`config.mk`:
```
export PLATFORM = sky130hd
export DESIGN_NAME = frame_start_pacer
export DESIGN_NICKNAME = d
export VERILOG_FILES = /design/src/hdl/fsp_pkg.sv /design/src/hdl/fsp_div.sv /design/src/hdl/fsp_dp.sv /design/src/hdl/fsp_ctrl.sv /design/src/hdl/frame_start_pacer.sv
export SDC_FILE = /design/constraint.sdc
export NUM_CORES = 1
export LEC_CHECK = 0
export BUFFER_PORTS_ARGS = -buffer_cell sky130_fd_sc_hd__buf_2
export CAP_MARGIN = 20
export CORE_MARGIN = 2
export CORE_UTILIZATION = 25
export DETAILED_ROUTE_END_ITERATION = 16
export PLACE_DENSITY_LB_ADDON = 0.2
export SLEW_MARGIN = 40
export SYNTH_ARGS = -nofsm -noshare
export SYNTH_HDL_FRONTEND = slang
export SYNTH_SLANG_ARGS = --single-unit
```
`constraint.sdc`:
```
create_clock -name clk -period 12.81 [get_ports clk]
set_input_delay 1.281 -clock clk [delete_from_list [all_inputs] [get_ports clk]]
set_output_delay 1.281 -clock clk [all_outputs]
set_load 0.02 [all_outputs]
```
`src/hdl/fsp_pkg.sv`:
```
// Package for the frame start pacer: opcodes, controller states, command and
// status structs, and fixed constants.
// No dependencies.
package fsp_pkg;

    localparam int          TIME_W        = 64;
    localparam int          RATE_W        = 10;
    localparam int          PERIOD_W      = 30;
    localparam int          DIV_CNT_W     = 5;
    localparam logic [RATE_W-1:0]   MAX_RATE      = 10'd1000;
    localparam logic [PERIOD_W-1:0] NS_PER_SECOND = 30'd1000000000;
    localparam logic [PERIOD_W-3:0] MAX_CORR_NS   = 28'd1000000;
    localparam logic [RATE_W-1:0]   RATE_RESET    = 10'd60;

    typedef enum logic [1:0] {
        OP_PREPARE = 2'd0,
        OP_ACCEPT  = 2'd1,
        OP_DISABLE = 2'd2,
        OP_NONE    = 2'd3
    } op_t;

    typedef enum logic {
        RES_NOW = 1'b0,
        RES_MAX = 1'b1
    } res_sel_t;

    typedef enum logic [3:0] {
        ST_IDLE,
        ST_DECODE,
        ST_DIV,
        ST_RESYNC,
        ST_PREP,
        ST_ACC_LATE,
        ST_ACC_STEP,
        ST_ACC_ADD,
        ST_OUT
    } state_t;

    typedef struct packed {
        logic     load;
        logic     div_start;
        logic     div_step;
        logic     resync;
        logic     clear_init;
        logic     prep_add;
        logic     late_cmp;
        logic     acc_step;
        logic     acc_commit;
        logic     out_load;
        res_sel_t res_sel;
    } cmd_t;

    typedef struct packed {
        op_t  op;
        logic rate_ok;
        logic init;
        logic now_lt_last;
        logic div_last;
        logic out_free;
    } stat_t;

endpackage

```
`src/hdl/fsp_div.sv`:
```
// Restoring divider, one quotient bit per cycle while step is high: one billion / rate.
// Depends on fsp_pkg.
module fsp_div
    import fsp_pkg::*;
(
    input  logic                clk,
    input  logic                rst_n,
    input  logic                start,
    input  logic                step,
    input  logic [RATE_W-1:0]   divisor,
    output logic [PERIOD_W-1:0] quotient,
    output logic [RATE_W-1:0]   remainder,
    output logic                last
);

    localparam logic [DIV_CNT_W-1:0] LAST_CNT = DIV_CNT_W'(PERIOD_W - 1);

    logic [DIV_CNT_W-1:0] cnt_reg, cnt_next;
    logic [RATE_W-1:0]    rem_reg, rem_next;
    logic [PERIOD_W-1:0]  quo_reg, quo_next;
    logic [RATE_W:0]      trial;
    logic                 qbit;
    logic [DIV_CNT_W-1:0] bit_idx;

    assign last     = (cnt_reg == LAST_CNT);
    assign quotient  = quo_reg;
    assign remainder = rem_reg;

    // dividend bits fed MSB first
    assign bit_idx = LAST_CNT - cnt_reg;
    assign trial   = {rem_reg, NS_PER_SECOND[bit_idx]};
    assign qbit    = (trial >= {1'b0, divisor});

    always_comb
    begin
        cnt_next = cnt_reg;
        rem_next = rem_reg;
        quo_next = quo_reg;
        if (start)
        begin
            cnt_next = '0;
            rem_next = '0;
        end
        else if (step)
        begin
            rem_next = qbit ? RATE_W'(trial - {1'b0, divisor}) : trial[RATE_W-1:0];
            quo_next = {quo_reg[PERIOD_W-2:0], qbit};
            if (!last)
                cnt_next = cnt_reg + 1'b1;
        end
    end

    always_ff @(posedge clk or negedge rst_n)
    begin
        if (!rst_n)
            cnt_reg <= '0;
        else
            cnt_reg <= cnt_next;
    end

    always_ff @(posedge clk)
    begin
        rem_reg <= rem_next;
        quo_reg <= quo_next;
    end

    a_cnt_range: assert property (@(posedge clk) disable iff (!rst_n)
        cnt_reg <= LAST_CNT)
        else $error("divider step count out of range");

endmodule

```
`src/hdl/fsp_dp.sv`:
```
// Pacer datapath: rate register, schedule state, divider, saturating adders
// and the output register. Depends on fsp_pkg and fsp_div.
module fsp_dp
    import fsp_pkg::*;
(
    input  logic              clk,
    input  logic              rst_n,
    input  logic              cfg_we,
    input  logic [RATE_W-1:0] cfg_wdata,
    input  logic [1:0]        in_op,
    input  logic [TIME_W-1:0] in_now,
    output logic              out_valid,
    input  logic              out_ready,
    output logic [TIME_W-1:0] out_data,
    input  cmd_t              cmd,
    output stat_t             stat
);

    logic [RATE_W-1:0]   fps_reg;
    logic                init_reg;
    logic [PERIOD_W-1:0] period_reg;
    logic [RATE_W-1:0]   frac_reg;
    logic [RATE_W-1:0]   acc_reg;
    logic [TIME_W-1:0]   next_ideal_reg;
    logic [TIME_W-1:0]   last_start_reg;
    op_t                 op_reg;
    logic [TIME_W-1:0]   now_reg;
    logic [TIME_W-1:0]   earliest_reg;
    logic                late_reg;
    logic [PERIOD_W-1:0] step_reg;
    logic                out_valid_reg;
    logic [TIME_W-1:0]   out_data_reg;

    logic [PERIOD_W-1:0] div_quo;
    logic [RATE_W-1:0]   div_rem;
    logic                div_last;

    logic [PERIOD_W-3:0] quarter, corr;
    logic [PERIOD_W-1:0] gap;
    logic [TIME_W:0]     earliest_sum;
    logic [TIME_W:0]     late_limit;
    logic [RATE_W:0]     acc_sum;
    logic                wrap;
    logic [TIME_W-1:0]   adv_base;
    logic [TIME_W:0]     adv_sum;
    logic [TIME_W-1:0]   res_val;

    fsp_div u_div (
        .clk       (clk),
        .rst_n     (rst_n),
        .start     (cmd.div_start),
        .step      (cmd.div_step),
        .divisor   (fps_reg),
        .quotient  (div_quo),
        .remainder (div_rem),
        .last      (div_last)
    );

    // earliest = last start + period - min(period/4, 1 ms), saturating
    assign quarter      = period_reg[PERIOD_W-1:2];
    assign corr         = (quarter > MAX_CORR_NS) ? MAX_CORR_NS : quarter;
    assign gap          = period_reg - {2'b00, corr};
    assign earliest_sum = {1'b0, last_start_reg} + (TIME_W+1)'(gap);

    // a full period late when now >= ideal + period (period is nonzero once initialised)
    assign late_limit = {1'b0, next_ideal_reg} + (TIME_W+1)'(period_reg);

    assign acc_sum = (late_reg ? '0 : {1'b0, acc_reg}) + {1'b0, frac_reg};
    assign wrap    = (acc_sum >= {1'b0, fps_reg});

    assign adv_base = late_reg ? now_reg : next_ideal_reg;
    assign adv_sum  = {1'b0, adv_base} + (TIME_W+1)'(step_reg);

    assign res_val = (cmd.res_sel == RES_NOW) ? now_reg :
                     (next_ideal_reg < earliest_reg) ? earliest_reg : next_ideal_reg;

    assign stat.op          = op_reg;
    assign stat.rate_ok     = (fps_reg != '0) && (fps_reg <= MAX_RATE);
    assign stat.init        = init_reg;
    assign stat.now_lt_last = (now_reg < last_start_reg);
    assign stat.div_last    = div_last;
    assign stat.out_free    = !out_valid_reg || out_ready;

    assign out_valid = out_valid_reg;
    assign out_data  = out_data_reg;

    always_ff @(posedge clk or negedge rst_n)
    begin
        if (!rst_n)
        begin
            fps_reg       <= RATE_RESET;
            init_reg      <= 1'b0;
            out_valid_reg <= 1'b0;
        end
        else
        begin
            if (cfg_we)
                fps_reg <= cfg_wdata;

            if (cfg_we || cmd.clear_init)
                init_reg <= 1'b0;
            else if (cmd.resync)
                init_reg <= 1'b1;

            if (cmd.out_load)
                out_valid_reg <= 1'b1;
            else if (out_ready)
                out_valid_reg <= 1'b0;
        end
    end

    // schedule state; only meaningful while init_reg is set
    always_ff @(posedge clk or negedge rst_n)
    begin
        if (!rst_n)
        begin
            period_reg     <= '0;
            frac_reg       <= '0;
            acc_reg        <= '0;
            next_ideal_reg <= '0;
            last_start_reg <= '0;
        end
        else
        begin
            if (cmd.resync)
            begin
                period_reg     <= div_quo;
                frac_reg       <= div_rem;
                acc_reg        <= '0;
                next_ideal_reg <= now_reg;
                last_start_reg <= now_reg;
            end
            if (cmd.acc_step)
                acc_reg <= wrap ? RATE_W'(acc_sum - {1'b0, fps_reg}) : acc_sum[RATE_W-1:0];
            if (cmd.acc_commit)
            begin
                next_ideal_reg <= adv_sum[TIME_W] ? '1 : adv_sum[TIME_W-1:0];
                last_start_reg <= now_reg;
            end
        end
    end

    always_ff @(posedge clk)
    begin
        if (cmd.load)
        begin
            op_reg  <= op_t'(in_op);
            now_reg <= in_now;
        end
        if (cmd.prep_add)
            earliest_reg <= earliest_sum[TIME_W] ? '1 : earliest_sum[TIME_W-1:0];
        if (cmd.late_cmp)
            late_reg <= ({1'b0, now_reg} >= late_limit);
        if (cmd.acc_step)
            step_reg <= period_reg + PERIOD_W'(wrap);
        if (cmd.out_load)
            out_data_reg <= res_val;
    end

    a_period_set: assert property (@(posedge clk) disable iff (!rst_n)
        init_reg |-> (period_reg != '0))
        else $error("initialised with zero period");

    a_acc_below_rate: assert property (@(posedge clk) disable iff (!rst_n)
        init_reg |-> (acc_reg < fps_reg))
        else $error("fraction accumulator not below rate");

endmodule

```
`src/hdl/fsp_ctrl.sv`:
```
// Pacer controller: sequences decode, division, prepare and accept steps.
// Depends on fsp_pkg.
module fsp_ctrl
    import fsp_pkg::*;
(
    input  logic  clk,
    input  logic  rst_n,
    input  logic  in_valid,
    output logic  in_ready,
    input  stat_t stat,
    output cmd_t  cmd
);

    state_t   state_reg, state_next;
    res_sel_t sel_reg, sel_next;

    always_ff @(posedge clk or negedge rst_n)
    begin
        if (!rst_n)
        begin
            state_reg <= ST_IDLE;
            sel_reg   <= RES_NOW;
        end
        else
        begin
            state_reg <= state_next;
            sel_reg   <= sel_next;
        end
    end

    always_comb
    begin
        state_next  = state_reg;
        sel_next    = sel_reg;
        cmd         = '0;
        cmd.res_sel = sel_reg;
        in_ready    = 1'b0;
        unique case (state_reg)
            ST_IDLE:
            begin
                in_ready = 1'b1;
                if (in_valid)
                begin
                    cmd.load   = 1'b1;
                    state_next = ST_DECODE;
                end
            end
            ST_DECODE:
            begin
                unique case (stat.op)
                    OP_PREPARE:
                    begin
                        if (!stat.rate_ok)
                        begin
                            cmd.clear_init = 1'b1;
                            sel_next       = RES_NOW;
                            state_next     = ST_OUT;
                        end
                        else if (!stat.init || stat.now_lt_last)
                        begin
                            cmd.div_start = 1'b1;
                            state_next    = ST_DIV;
                        end
                        else
                            state_next = ST_PREP;
                    end
                    OP_ACCEPT:
                    begin
                        if (!stat.init)
                            state_next = ST_IDLE;
                        else if (stat.now_lt_last)
                        begin
                            cmd.clear_init = 1'b1;
                            state_next     = ST_IDLE;
                        end
                        else
                            state_next = ST_ACC_LATE;
                    end
                    OP_DISABLE:
                    begin
                        cmd.clear_init = 1'b1;
                        state_next     = ST_IDLE;
                    end
                    OP_NONE:
                        state_next = ST_IDLE;
                    default:
                        state_next = ST_IDLE;
                endcase
            end
            ST_DIV:
            begin
                cmd.div_step = 1'b1;
                if (stat.div_last)
                    state_next = ST_RESYNC;
            end
            ST_RESYNC:
            begin
                cmd.resync = 1'b1;
                sel_next   = RES_NOW;
                state_next = ST_OUT;
            end
            ST_PREP:
            begin
                cmd.prep_add = 1'b1;
                sel_next     = RES_MAX;
                state_next   = ST_OUT;
            end
            ST_ACC_LATE:
            begin
                cmd.late_cmp = 1'b1;
                state_next   = ST_ACC_STEP;
            end
            ST_ACC_STEP:
            begin
                cmd.acc_step = 1'b1;
                state_next   = ST_ACC_ADD;
            end
            ST_ACC_ADD:
            begin
                cmd.acc_commit = 1'b1;
                state_next     = ST_IDLE;
            end
            ST_OUT:
            begin
                if (stat.out_free)
                begin
                    cmd.out_load = 1'b1;
                    state_next   = ST_IDLE;
                end
            end
            default:
                state_next = ST_IDLE;
        endcase
    end

    a_load_when_free: assert property (@(posedge clk) disable iff (!rst_n)
        cmd.out_load |-> stat.out_free)
        else $error("result loaded over a pending transfer");

    a_resync_after_div: assert property (@(posedge clk) disable iff (!rst_n)
        cmd.resync |-> ($past(cmd.div_step) && $past(stat.div_last)))
        else $error("resync without a finished division");

endmodule

```
`src/hdl/frame_start_pacer.sv`:
```
// Frame start pacer top level: stream ports, rate register port, controller
// and datapath. Depends on fsp_pkg, fsp_ctrl, fsp_dp.
//
// Takes one operation at a time (prepare, accept, disable) with the current
// time in ns, and answers each prepare with the earliest start time of the
// next frame. A prepare on an initialised pacer runs decode, prepare and
// output states; one that resynchronises first runs the divider, forming one
// billion / frames_per_second one quotient bit per cycle over 30 bits; one at
// an out-of-range rate goes from decode to output. An accept that advances
// the schedule runs late check, accumulator step and add states; an ignored
// accept, a disable or an unused opcode returns to idle from decode. A result
// sits in an output register, so the next operation is taken while it waits.
// Writing frames_per_second (only while idle) forces a resync on the next
// prepare; a rate of 0 or above 1000 passes now_ns through unpaced.
module frame_start_pacer
    import fsp_pkg::*;
(
    input  logic        clk,
    input  logic        rst_n,
    input  logic        cfg_we,
    input  logic [9:0]  cfg_wdata,      // frames_per_second
    input  logic        s_axis_tvalid,
    output logic        s_axis_tready,
    input  logic [63:0] s_axis_tdata,   // [63:0] now_ns
    input  logic [1:0]  s_axis_tuser,   // [1:0] opcode
    output logic        m_axis_tvalid,
    input  logic        m_axis_tready,
    output logic [63:0] m_axis_tdata    // [63:0] start_target_ns
);

    cmd_t  cmd;
    stat_t stat;

    fsp_ctrl u_ctrl (
        .clk      (clk),
        .rst_n    (rst_n),
        .in_valid (s_axis_tvalid),
        .in_ready (s_axis_tready),
        .stat     (stat),
        .cmd      (cmd)
    );

    fsp_dp u_dp (
        .clk       (clk),
        .rst_n     (rst_n),
        .cfg_we    (cfg_we),
        .cfg_wdata (cfg_wdata),
        .in_op     (s_axis_tuser),
        .in_now    (s_axis_tdata),
        .out_valid (m_axis_tvalid),
        .out_ready (m_axis_tready),
        .out_data  (m_axis_tdata),
        .cmd       (cmd),
        .stat      (stat)
    );

endmodule

```
# ---- Word-level counts from Yosys, hierarchy flattened
# Memory sizes are Yosys's and may differ from the RTL's.
# Index checks and enable logic that the tools add are counted.
dict set report totals {
  out_inout_bits 66
  wordCells 131
  input_bits 81
  mem_bits_ro 32
  n_memories 1
  ff_bits 465
}
# memory words width read_ports rd_clocked_by_memory_dff wr line_no
set memory_table {}
lappend memory_table {{(name not given)} 32 1 1 0 0 fsp_div.sv:31} ;# assign trial = {rem_reg, NS_PER_SECOND[bit_idx]};
dict set report classes {
  n_reduce_logical 21
  eq_ne 18
  add_sub_neg 10
  n_mux 53
  bitwise_logic 1
  order_cmp 8
}
# op n
set ops {}
lappend ops {{two-way mux 64 bit} 7}
lappend ops {{adder 64 x 30 -> 65 bit} 3}
lappend ops {{< comparator 64 bit} 2}
lappend ops {{>= comparator 64 x 65 -> 1 bit} 1}
lappend ops {{two-way mux 10 bit} 5}
lappend ops {{adder 30 x 1 -> 30 bit} 1}
lappend ops {{subtractor 30 x 28 -> 30 bit} 1}
lappend ops {{> comparator 28 x 20 -> 1 bit (second input constant)} 1}
lappend ops {{two-way mux 28 bit} 1}
lappend ops {{one-hot mux 4 bit (7 select lines)} 1}
lappend ops {{two-way mux 1 bit} 26}
lappend ops {{>= comparator 11 x 10 -> 1 bit} 2}
lappend ops {{subtractor 10 bit} 2}
lappend ops {{equality test 4 x 3 -> 1 bit (second input constant)} 4}
lappend ops {{two-way mux 4 bit} 4}
lappend ops {{two-way mux 5 bit} 3}
lappend ops {{one-hot mux 4 bit (3 select lines)} 1}
lappend ops {{adder 10 x 10 -> 11 bit} 1}
lappend ops {{<= comparator 10 bit (second input constant)} 1}
lappend ops {{!= test 2 bit (second input constant)} 5}
lappend ops {{nonzero test 10 bit} 1}
lappend ops {{nonzero test 2 bit} 5}
lappend ops {{two-way mux 3 bit} 3}
lappend ops {{equality test 4 x 2 -> 1 bit (second input constant)} 2}
lappend ops {{other kinds (20)} 28}

# ---- Longest topological paths before layout
# Gate-level depths: netlist (run 1).
dict set report depth {
  word_depth 8
  mapped_depth 32
  mapped_depth_nobuf 30
}

# ---- Cells and area by module
# Synthesis (run 1) repeated with hierarchy kept, for this count alone.
dict set report unflattened {
  cells_unflattened 3601
  area_unflattened_um2 33607.2
}
# module n_inst seq_area_each_um2 area_each_um2 cells_per_inst
set by_module_without_submodules {}
lappend by_module_without_submodules {fsp_dp 1 11516.0 30963.4 3357}
lappend by_module_without_submodules {fsp_div 1 1226.2 2228.4 190}
lappend by_module_without_submodules {fsp_ctrl 1 125.1 415.4 54}

# ---- Worst setup path before layout (run 1)
# Ideal clock, no wire load.
dict set report synth_path {
  path_kind {register to register}
  startpoint {register u_dp.late_reg}
  endpoint {register u_dp.step_reg[28], data pin}
  required_ns 12.547
  synth_period_minus_slack_ns 6.355
  t_arrival_ns 6.092
  setup_slack_ns 6.455
  n_path_buf 7
  path_stages_with_launch 30
  setup_ns 0.263
  path_cell_list {edfxtp_1 buf_2 buf_2 buf_2 buf_1 clkbuf_1 clkbuf_1 nor2b_1 ha_1 fa_1 a21o_1 a21oi_1 o21bai_1 a21oi_1 o21ai_0 xor2_1 ha_1 a21o_1 a31oi_1 nand2b_1 or3b_2 buf_2 ha_1 ha_1 nand3_1 nor2_1 nand2_1 nor2_1 nand2_1 xnor2_1}
}
dict set report synth_via {
  elab_chain_len 4
}
# item line_no
set synth_lines {}
lappend synth_lines {{start, declared} fsp_dp.sv:29} ;# logic late_reg;
lappend synth_lines {{start signal, assigned} fsp_dp.sv:153} ;# late_reg <= ({1'b0, now_reg} >= late_limit);
lappend synth_lines {{two-way mux 10 bit} fsp_dp.sv:68} ;# assign acc_sum = (late_reg ? '0 : {1'b0, acc_reg}) + {1'b0, frac_reg};
lappend synth_lines {{adder 10 x 10 -> 11 bit} fsp_dp.sv:68}
lappend synth_lines {{>= comparator 11 x 10 -> 1 bit} fsp_dp.sv:69} ;# assign wrap = (acc_sum >= {1'b0, fps_reg});
lappend synth_lines {{adder 30 x 1 -> 30 bit} fsp_dp.sv:155} ;# step_reg <= period_reg + PERIOD_W'(wrap);
lappend synth_lines {{end signal, assigned} fsp_dp.sv:155}
lappend synth_lines {{end, declared} fsp_dp.sv:30} ;# logic [PERIOD_W-1:0] step_reg;
# No other way between the ends.
# A chain may end at the register's enable or synchronous reset.

# ---- Worst setup path after layout (run 1)
dict set report layout_path {
  startpoint {register u_dp.period_reg[4]}
  endpoint {register u_dp.earliest_reg[53], data pin}
}
dict set report layout_via {
  elab_chain_len 4
}
# item line_no
set layout_lines {}
lappend layout_lines {{start, declared} fsp_dp.sv:21} ;# logic [PERIOD_W-1:0] period_reg;
lappend layout_lines {{start signal, assigned} fsp_dp.sv:127} ;# period_reg <= div_quo;
lappend layout_lines {{> comparator 28 x 20 -> 1 bit} fsp_dp.sv:61} ;# assign corr = (quarter > MAX_CORR_NS) ? MAX_CORR_NS : quarter;
lappend layout_lines {{two-way mux 28 bit} fsp_dp.sv:61}
lappend layout_lines {{subtractor 30 x 28 -> 30 bit (*)} fsp_dp.sv:62} ;# assign gap = period_reg - {2'b00, corr};
lappend layout_lines {{adder 64 x 30 -> 65 bit (*)} fsp_dp.sv:63} ;# assign earliest_sum = {1'b0, last_start_reg} + (TIME_W+1)'(gap);
lappend layout_lines {{end signal, assigned} fsp_dp.sv:151} ;# earliest_reg <= earliest_sum[TIME_W] ? '1 : earliest_sum[TIME_W-1:0];
lappend layout_lines {{end, declared} fsp_dp.sv:28} ;# logic [TIME_W-1:0] earliest_reg;
# Mark *: on every way between the ends. The rest lies on a longest branch, timed or not.

==> results.toml, run 1 <==
[setup_path]
crit_arrival_ps = 8150
path_max_fanout = 31
critPathLaunchType = "flip-flop"
end_kind = "flip-flop"
worst-setup-path-type = "reg -> reg"
required_ps = 13200

[sta]
worst_slew_pin_slew_ps = 818
fin_setup_tns_ps = 0
fin_skew_ps = 54.6
rsz0062_at_grt = "false"
fmax_mhz = 129
hold_viol = 0
setup_viol = 0
finalCriticalPeriod_ps = 7760
finalMaxSlewViolations = 0
maxSlewHeadroom_pct = 44.8
fin_ws_ps = 5050
finalCritPeriodShare_pct = 60.6

[detailed_routing]
drt.antenna.violating_nets = 0
drc_errors = 0
dr.pass1.iters = 7
via_per_inst = 4.94
wire_per_inst_um = 20.8
vias = 26573
wirelength_um = 112000
detail_route.iter0.violations = 1694

[clock_tree]
clockBufferDepth = 3
clock_latency_ps = 710
cts_sinks = 465
root_buffer = "clkbuf_16"
cts_buffers = 60
cts_resized = 0
cts_htree_levels = 2
cts_setup_buffers = 0
clk_pin_slew_worst_paths_ps = 60
cts_tree = "built"
cts_hold_buf = 0

[layout]
fillers = 13870
drive_above_1_share_pct = 11.3
seq_area_um2 = 12900
multi_input_area_um2 = 19000
area_delta_synth_final_pct = 15.0
num_antenna_cells = 0
nNetsFinal = 4006

[synthesis]
ys_seq_area_share_pct = 38.9
ys_async_sr_fraction_pct = 43.0
synth_fa_ha_area_share_pct = 13.6
synth_compound_area_share_pct = 19.0
yosys_warnings = 0
avgSynthCellArea_um2 = 9.60
synth_top_area_cell = "edfxtp_1"
ys_top_cells_by_area = "edfxtp_1 (23%), dfrtp_1 (15%), ha_1 (13%)"
synth.top_cell.area_share_pct = 23.2
synth-main-ff-cell = "edfxtp_1"
synth_top_family_by_area = "compound AO/OA/AOI/OAI gates"
synth_xor_area_share_pct = 5.96
ys_types = 81
synth_simple_gate_area_share_pct = 13.0
ys_ff_latch = 465
synth.area.mux_share_pct = 5.57
synth_edf_count = 255
syn_area_um2 = 33100
syn_inst = 3443

[global_route]
grt_pass1_wl_um = 169000
grt_use_total_pct = 16.3
antenna_found_initial = 4
overflow = 0
grt_pass1_vias = 26368
grt_max_degree = 83

[outcome]
status = "finished clean"

[floorplan]
rows = 133
die_w_um = 368
start_util_pct = 25.2
io_pins = 147
core_um2 = 131000
die_h_um = 368
die_area_um2 = 135000

[placement]
port_buffers = 146
dp_hpwl_um = 86100
dp_slack_ps = 4750
gp_congestion = 0.862

[pwr]
p_per_area_nw_per_um2 = 262
leakage_nw = 16.1
max-vdd-ir-drop_mv = 0.136

[run]
drv_cap = 0

[hold_path]
hp-class = "reg -> reg"
per-stage QoR:
| stage | utilization, % | instance area [um^2] | hold slack, ps | cells | power (mW) |
|---|---|---|---|---|---|
| after global routing | 29.0 | 38000 | 456 | 5377 | 10.9 |
| after CTS | 28.9 | 38000 | 443 | 5375 | 10.1 |
| final | 29.0 | 38000 | 441 | 5377 | 9.98 |
| after floorplan | - | 33100 | 420 | 3450 | 6.54 |
| after global placement | 27.3 | 35800 | 427 | 5261 | 8.15 |
| after detailed placement | 27.3 | 35900 | 432 | 5261 | 8.18 |
worst max-delay path: stages, from the launching register on:
cell and delay (ps):
dfrtp_1 470, or4_1 560, o31a_1 260, o31ai_1 190
nand2_1 80, a21oi_1 150, nor3_1 110, nor2_2 430
nand2_1 110, ha_1 350, nor2b_1 130, o21ai_0 90
a21boi_0 340, o21ai_0 230, o31ai_1 570, o211ai_1 210
o21ai_0 350, nor2_1 90, xnor2_1 140, ha_1 380
a21o_1 190, a221o_1 330, a31oi_1 440, o21ai_0 280
nand3_2 340, buf_4 400, o21ai_0 160
path summary, 6_finish.rpt:
kind / startpoint / to / slack (ps) / cells past startpoint
min in group asynchronous: rst_n / u_dp.u_div.cnt_reg[1] / 540 / 1
min: u_dp.u_div.quotient[28] / u_dp.u_div.quotient[29] / 440 / 0
min reg2reg: u_dp.u_div.quotient[28] / u_dp.u_div.quotient[29] / 440 / 0
max: u_dp.period_reg[4] / u_dp.earliest_reg[53] / 5050 / 26
max reg2reg: u_dp.period_reg[4] / u_dp.earliest_reg[53] / 5050 / 26
max in group asynchronous: rst_n / u_dp.next_ideal_reg[27] / 10620 / 3
cell usage after synthesis (10+ instances only):
cell type,n
nor2b_1,39
a21o_1,155
a31oi_1,37
o21a_1,23
ha_1,348
nand3_1,97
nor2_1,194
o21ai_0,217
a211oi_1,16
a22oi_1,24
nand4_1,65
xor2_1,85
nand2_1,298
o211ai_1,14
a221o_1,40
clkbuf_1,98
and2_1,18
o21bai_1,21
xnor2_1,140
a21oi_1,320
mux2_2,80
nand2b_1,35
nor3_1,53
buf_2,21
inv_1,204
and3_1,32
nor4_1,25
dfrtp_1,196
mux2i_1,94
dfxtp_1,10
edfxtp_1,255
a2111oi_0,11
per-layer routing:
metal | share of wire, % | global-route usage [%] | vias up
met3 | 4.8 | 2.68 | 109
met5 | 0.019 | 0 | -
li1 | - | - | 13002
met1 | 48 | 22.7 | 12909
met2 | 45 | 26.2 | 549
met4 | 2.1 | 3.95 | 4
logic make-up after synthesis:
kind of cell / count (synthesis)
mux: 174
flops: 465
xor+xnor: 225
other cells: 1
compound gates: 987
buf+inv: 334
simple gates: 902
fa+ha+maj: 355
cell usage in the layout (no fill, tap or decap), types with 10 or more instances in the layout:
cell type and n:
and2_1 17, o21ai_0 216, nand3_1 96, nor2_1 190
o21a_1 23, clkbuf_16 62, a21o_1 155, xor2_1 85
o211ai_1 14, mux2_2 80, inv_1 204, a211oi_1 16
clkbuf_1 10, a2111oi_0 10, nor2b_1 39, and3_1 31
buf_4 37, o21bai_1 20, a221o_1 40, mux2i_1 94
dfxtp_1 10, buf_2 145, nor4_1 24, a31oi_1 37
a21oi_1 318, nand2_1 298, xnor2_1 140, nand4_1 65
nand2b_1 35, edfxtp_1 255, nor3_1 52, dfrtp_1 195
clkinv_2 12, a22oi_1 24, ha_1 348
report_power, final:
| part | switching, mW | internal, mW |
|---|---|---|
| registers | 0.670 | 2.14 |
| clock network | 0.747 | 1.07 |
| logic | 3.10 | 2.26 |
cell type report:
type	instances	area share [%]
Multi-Input combinational cell	2651	49.9
Timing Repair Buffer	187	2.84
Inverter	205	2.02
Clock buffer	78	4.40
Clock inverter	36	1.17
Tap cell	1755	5.77
Sequential cell	465	33.8
Note: power is estimated with default switching activity, not from simulation.
==> inputs of run 2 (changes only) <==
Settings changed: ABC_AREA from default to 1.
Clock period 12.81 ns to 6.9 ns, I/O delays scaled along.
==> results.toml, run 2 <==
[sta]
hold_ws_ps = 16.5
fin_skew_ps = 47.3
finalCritPeriodShare_pct = 91.0
fin_ws_ps = 621
fmax_mhz = 159
finalCriticalPeriod_ps = 6280
setup_viol = 0
rsz0062_at_grt = "false"
worst_slew_pin_slew_ps = 958
maxSlewHeadroom_pct = 35.6
finalMaxSlewViolations = 0
fin_setup_tns_ps = 0
hold_viol = 0

[clock_tree]
root_buffer = "clkbuf_16"
cts_buffers = 66
cts_setup_buffers = 0
cts_sinks = 465
clk_pin_slew_worst_paths_ps = 60
cts_tree = "built"
cts_hold_buf = 0
clockBufferDepth = 3
clock_latency_ps = 680
cts_htree_levels = 3

[global_route]
grt_max_degree = 135
grt_use_total_pct = 21.8
antenna_found_initial = 5
overflow = 0
grt_pass1_vias = 33649
grt_pass1_wl_um = 235000

[pwr]
max-vdd-ir-drop_mv = 0.247
p_per_area_nw_per_um2 = 481
leakage_nw = 18.8
power_mw = 20.0

[placement]
dp_hpwl_um = 131000
gp_congestion = 0.965
dp_slack_ps = 541
port_buffers = 146

[setup_path]
crit_arrival_ps = 6790
worst-setup-path-type = "reg -> reg"
critPathLaunchType = "flip-flop"
r2r_end = "u_dp.earliest_reg[34]"
required_ps = 7410
reg2reg_setup_slack_ps = 620
end_kind = "flip-flop"
path_max_fanout = 8
slowest_stage = "dfrtp_1"
r2r-start = "u_dp.period_reg[8]"
cp_num_buf_inv = 6
cp_num_cells = 33
cp_top_family = "compound AO/OA/AOI/OAI gates"
critical_path.max_stage_delay_ps = 520
crit_top_cell = "nand2_1"
r2r.worst_path.cells = 33

[synthesis]
ys_ff_latch = 465
yosysMostFrequentCell = "nand2_1"
ys_top_cells_by_area = "edfxtp_1 (21%), dfrtp_1 (14%), nand2_1 (13%)"
synth-main-ff-cell = "edfxtp_1"
synth_top_area_cell = "edfxtp_1"
synth_edf_count = 255
ys_async_sr_fraction_pct = 43.0
ys_types = 61
ys_seq_area_share_pct = 35.7
avgSynthCellArea_um2 = 7.41
syn_area_um2 = 36000
synthTopCellsByCount = "nand2_1 (1266), inv_1 (626), nor2_1 (388), nand3_1 (362), ha_1 (348)"
synth.top_cell.area_share_pct = 21.2
syn_inst = 4862
yosys_warnings = 0

[layout]
drive_above_1_share_pct = 6.95
final_common_cell = "nand2_1"
nNetsFinal = 5464
num_antenna_cells = 0
mostFrequentLayoutCells = "nand2_1 (1264), inv_1 (624), nor2_1 (381)"
area_delta_synth_final_pct = 15.2

[floorplan]
die_w_um = 384
io_pins = 147
start_util_pct = 25.2
die_h_um = 384
die_area_um2 = 147000
core_um2 = 143000
rows = 139

[detailed_routing]
wire_per_inst_um = 23.3
detail_route.iter0.violations = 3177
via_per_inst = 4.97
vias = 34689
drc_errors = 0
dr.pass1.iters = 5
wirelength_um = 163000
drt.antenna.violating_nets = 0

[hold_path]
hp-class = "in -> async"

[outcome]
status = "finished clean"

[run]
drv_cap = 0
[run 2: through the flow]
stage / instance area, um^2 / utilization [%] / instances
floorplan: 36100 / - / 4869
global placement: 39200 / 27.4 / 6858
detailed placement: 39400 / 27.5 / 6862
CTS: 41500 / 29.0 / 6984
global route: 41500 / 29.0 / 6985
finish: 41500 / 29.0 / 6985
[run 2: worst reg2reg max path: cells and delay by family (launching register included)]
kind / cells / cell delay [ps]
compound gates: 9 / 2340
simple gates: 16 / 2090
flops: 1 / 520
buf+inv: 6 / 570
fa+ha+maj: 2 / 620
[run 2: cell type report]
cell class	count	area (um^2)
Clock buffer	95	1840
Clock inverter	27	297
Fill cell	15779	102000
Inverter	632	2370
Multi-Input combinational cell	3659	20500
Sequential cell	465	12900
Tap cell	1903	2380
Timing Repair Buffer	204	1290
[run 2: where the power goes]
group          internal [mW]  switching, mW  leakage, nW
registers               3.96           1.13         4.95
clock network           2.03           1.44         1.03
logic                   3.72           7.69         12.8
total                   9.70           10.3         18.8
[run 2: layer usage]
metal	global-route usage, %	vias to the layer above	wire [um]
li1	-	16618	-
met1	32.3	16711	79200
met2	32.1	1155	67300
met3	3.77	201	11200
met4	6.13	4	4820
met5	0	-	17
[run 2: worst max path at each step]
stage          slack [ps]                 from                    end
4_1_cts               460  u_dp.period_reg[24]  u_dp.earliest_reg[34]
3_3_place_gp          590  u_dp.period_reg[24]  u_dp.earliest_reg[34]
3_5_place_dp          540  u_dp.period_reg[24]  u_dp.earliest_reg[34]
5_1_grt                 4   u_dp.period_reg[8]  u_dp.earliest_reg[34]
2_1_floorplan         990        u_dp.late_reg      u_dp.step_reg[28]
6_report              620   u_dp.period_reg[8]  u_dp.earliest_reg[34]
[run 2: logic make-up after synthesis]
| family | after synthesis | synth area share [%] |
|---|---|---|
| xor gates and xnor gates | 199 | 4.83 |
| AOI/OAI and AO/OA | 827 | 12.6 |
| and+or+nand+nor | 2269 | 26.5 |
| muxes | 1 | 0.0278 |
| other | 1 | 0.0104 |
| DFF | 465 | 35.7 |
| adders and majority gates | 355 | 12.5 |
| buffers and inverters | 745 | 7.92 |
[run 2: timing repair]
item                       4_1_cts  5_1_grt
setup endpoints to repair        0        1
hold endpoints to repair         0        0
resized for setup                0        1
==> inputs of run 3 (changes only) <==
Settings changed: BUFFER_PORTS_ARGS -buffer_cell sky130_fd_sc_hd__buf_2 to default, DONT_BUFFER_PORTS from default to 1.
==> results.toml, run 3 (synthesis results as in run 2) <==
[setup_path]
critPathLaunchType = "flip-flop"
r2r.worst_path.cells = 33
path_max_fanout = 8
crit_top_cell = "nand2_1"
cp_top_family = "compound AO/OA/AOI/OAI gates"
required_ps = 7430
reg2reg_setup_slack_ps = 690
cp_num_buf_inv = 6
critical_path.max_stage_delay_ps = 540
r2r_end = "u_dp.earliest_reg[34]"
slowest_stage = "dfrtp_1"
worst-setup-path-type = "reg -> reg"
end_kind = "flip-flop"
r2r-start = "u_dp.period_reg[8]"
crit_arrival_ps = 6740

[clock_tree]
cts_resized = 0
clock_latency_ps = 680
clockBufferDepth = 3
cts_setup_buffers = 0
cts_htree_levels = 3
root_buffer = "clkbuf_16"
cts_sinks = 465
cts_hold_buf = 1
cts_tree = "built"
cts_buffers = 66
clk_pin_slew_worst_paths_ps = 60

[detailed_routing]
wirelength_um = 162000
via_per_inst = 5.02
detail_route.iter0.violations = 3115
drt.antenna.violating_nets = 0
wire_per_inst_um = 23.6
drc_errors = 0
dr.pass1.iters = 7
vias = 34383

[placement]
dpl_cell_area_um2 = 38500
port_buffers = 0
dp_hpwl_um = 129000
gp_congestion = 0.969

[outcome]
status = "finished clean"

[pwr]
clkPwrFrac_pct = 18.0
p_per_area_nw_per_um2 = 496
p_switching_mw = 10.5
leakage_nw = 18.3
max-vdd-ir-drop_mv = 0.223
comb_power_share_pct = 56.6
switching_share_pct = 51.6
intPower_mw = 9.83
sequentialPowerShare_pct = 25.4

[floorplan]
die_w_um = 384
core_um2 = 143000
io_pins = 147
start_util_pct = 25.2
rows = 139
die_h_um = 384
die_area_um2 = 147000

[global_route]
grt_pass1_vias = 33378
grt_pass1_wl_um = 234000
antenna_found_initial = 19
grt_max_degree = 201
grt_use_total_pct = 21.7
overflow = 0

[sta]
hold_viol = 0
maxSlewHeadroom_pct = 39.8
fmax_mhz = 161
hold_ws_ps = 85.4
finalMaxSlewViolations = 0
worst_slew_pin_slew_ps = 899
rsz0062_at_grt = "false"
fin_skew_ps = 41.3
finalCriticalPeriod_ps = 6210
fin_setup_tns_ps = 0
setup_viol = 0
finalCritPeriodShare_pct = 90.0

[hold_path]
min_path_cells = 1
holdCritStartpoint = "cfg_we"
holdPathEnd = "u_dp.fps_reg[5]"
hp-class = "in -> reg"

[layout]
final_cell_area_um2 = 41000
mostFrequentLayoutCells = "nand2_1 (1264), inv_1 (624), nor2_1 (382)"
nNetsFinal = 5322
drive_above_1_share_pct = 4.33
area_delta_synth_final_pct = 13.6
final_common_cell = "nand2_1"
fillers = 15790
multi_input_area_um2 = 20400
seq_area_um2 = 12900

[run]
drv_cap = 0
-- run 3: worst register-to-register path, delay by kind of cell, from the launching register on --
family | cells | cell delay, ps
AO/OA/AOI/OAI | 9 | 2190
AND/OR/NAND/NOR | 16 | 2130
adder cells (fa/ha/maj) | 2 | 620
buffers and inverters | 6 | 580
flip-flops | 1 | 540
-- run 3: power by group through the flow --
| stage | combinational (mW) | sequential (mW) | clock [mW] |
|---|---|---|---|
| floorplan | 7.60 | 4.60 | 0 |
| global placement | 11.3 | 5.18 | 0 |
| detailed placement | 11.2 | 5.16 | 0 |
| CTS | 11.3 | 5.13 | 3.73 |
| global route | 12.8 | 5.23 | 3.84 |
| finish | 11.5 | 5.17 | 3.65 |
-- run 3: through the flow --
step | utilization, % | total power, mW | cells | setup slack (ps)
2_1_floorplan | - | 12.2 | 4869 | 993
4_1_cts | 28.5 | 20.2 | 6837 | 656
6_report | 28.6 | 20.3 | 6845 | 690
5_1_grt | 28.6 | 21.8 | 6843 | 54.3
3_3_place_gp | 26.9 | 16.4 | 6712 | 700
3_5_place_dp | 26.9 | 16.4 | 6714 | 697
-- run 3: worst max-delay path by stage --
stage                        start                    end  slack (ps)  cells after the start
6_report        u_dp.period_reg[8]  u_dp.earliest_reg[34]         690                     33
5_1_grt         u_dp.period_reg[8]  u_dp.earliest_reg[34]          50                     33
4_1_cts        u_dp.period_reg[24]  u_dp.earliest_reg[34]         660                     31
3_5_place_dp   u_dp.period_reg[24]  u_dp.earliest_reg[34]         700                     31
3_3_place_gp         u_dp.late_reg      u_dp.step_reg[29]         700                     33
2_1_floorplan        u_dp.late_reg      u_dp.step_reg[28]         990                     39
-- run 3: area by class of cell --
class                      instances  share of cell area (%)
timing repair buffer              62                    1.52
inverter                         632                    5.79
sequential                       465                    31.4
clock buffer                      84                    4.43
tap                             1903                    5.81
antenna                            2                  0.0122
multi-input combinational       3659                    49.9
clock inverter                    38                    1.09
-- run 3: routing by layer --
layer / part of all wire, % / vias to the layer above / global-route usage (%)
met2: 41 / 1199 / 31.4
met5: 0.090 / - / 0
met4: 2.8 / 22 / 6.14
met3: 7.2 / 213 / 4.08
li1: - / 16339 / -
met1: 49 / 16610 / 32.4
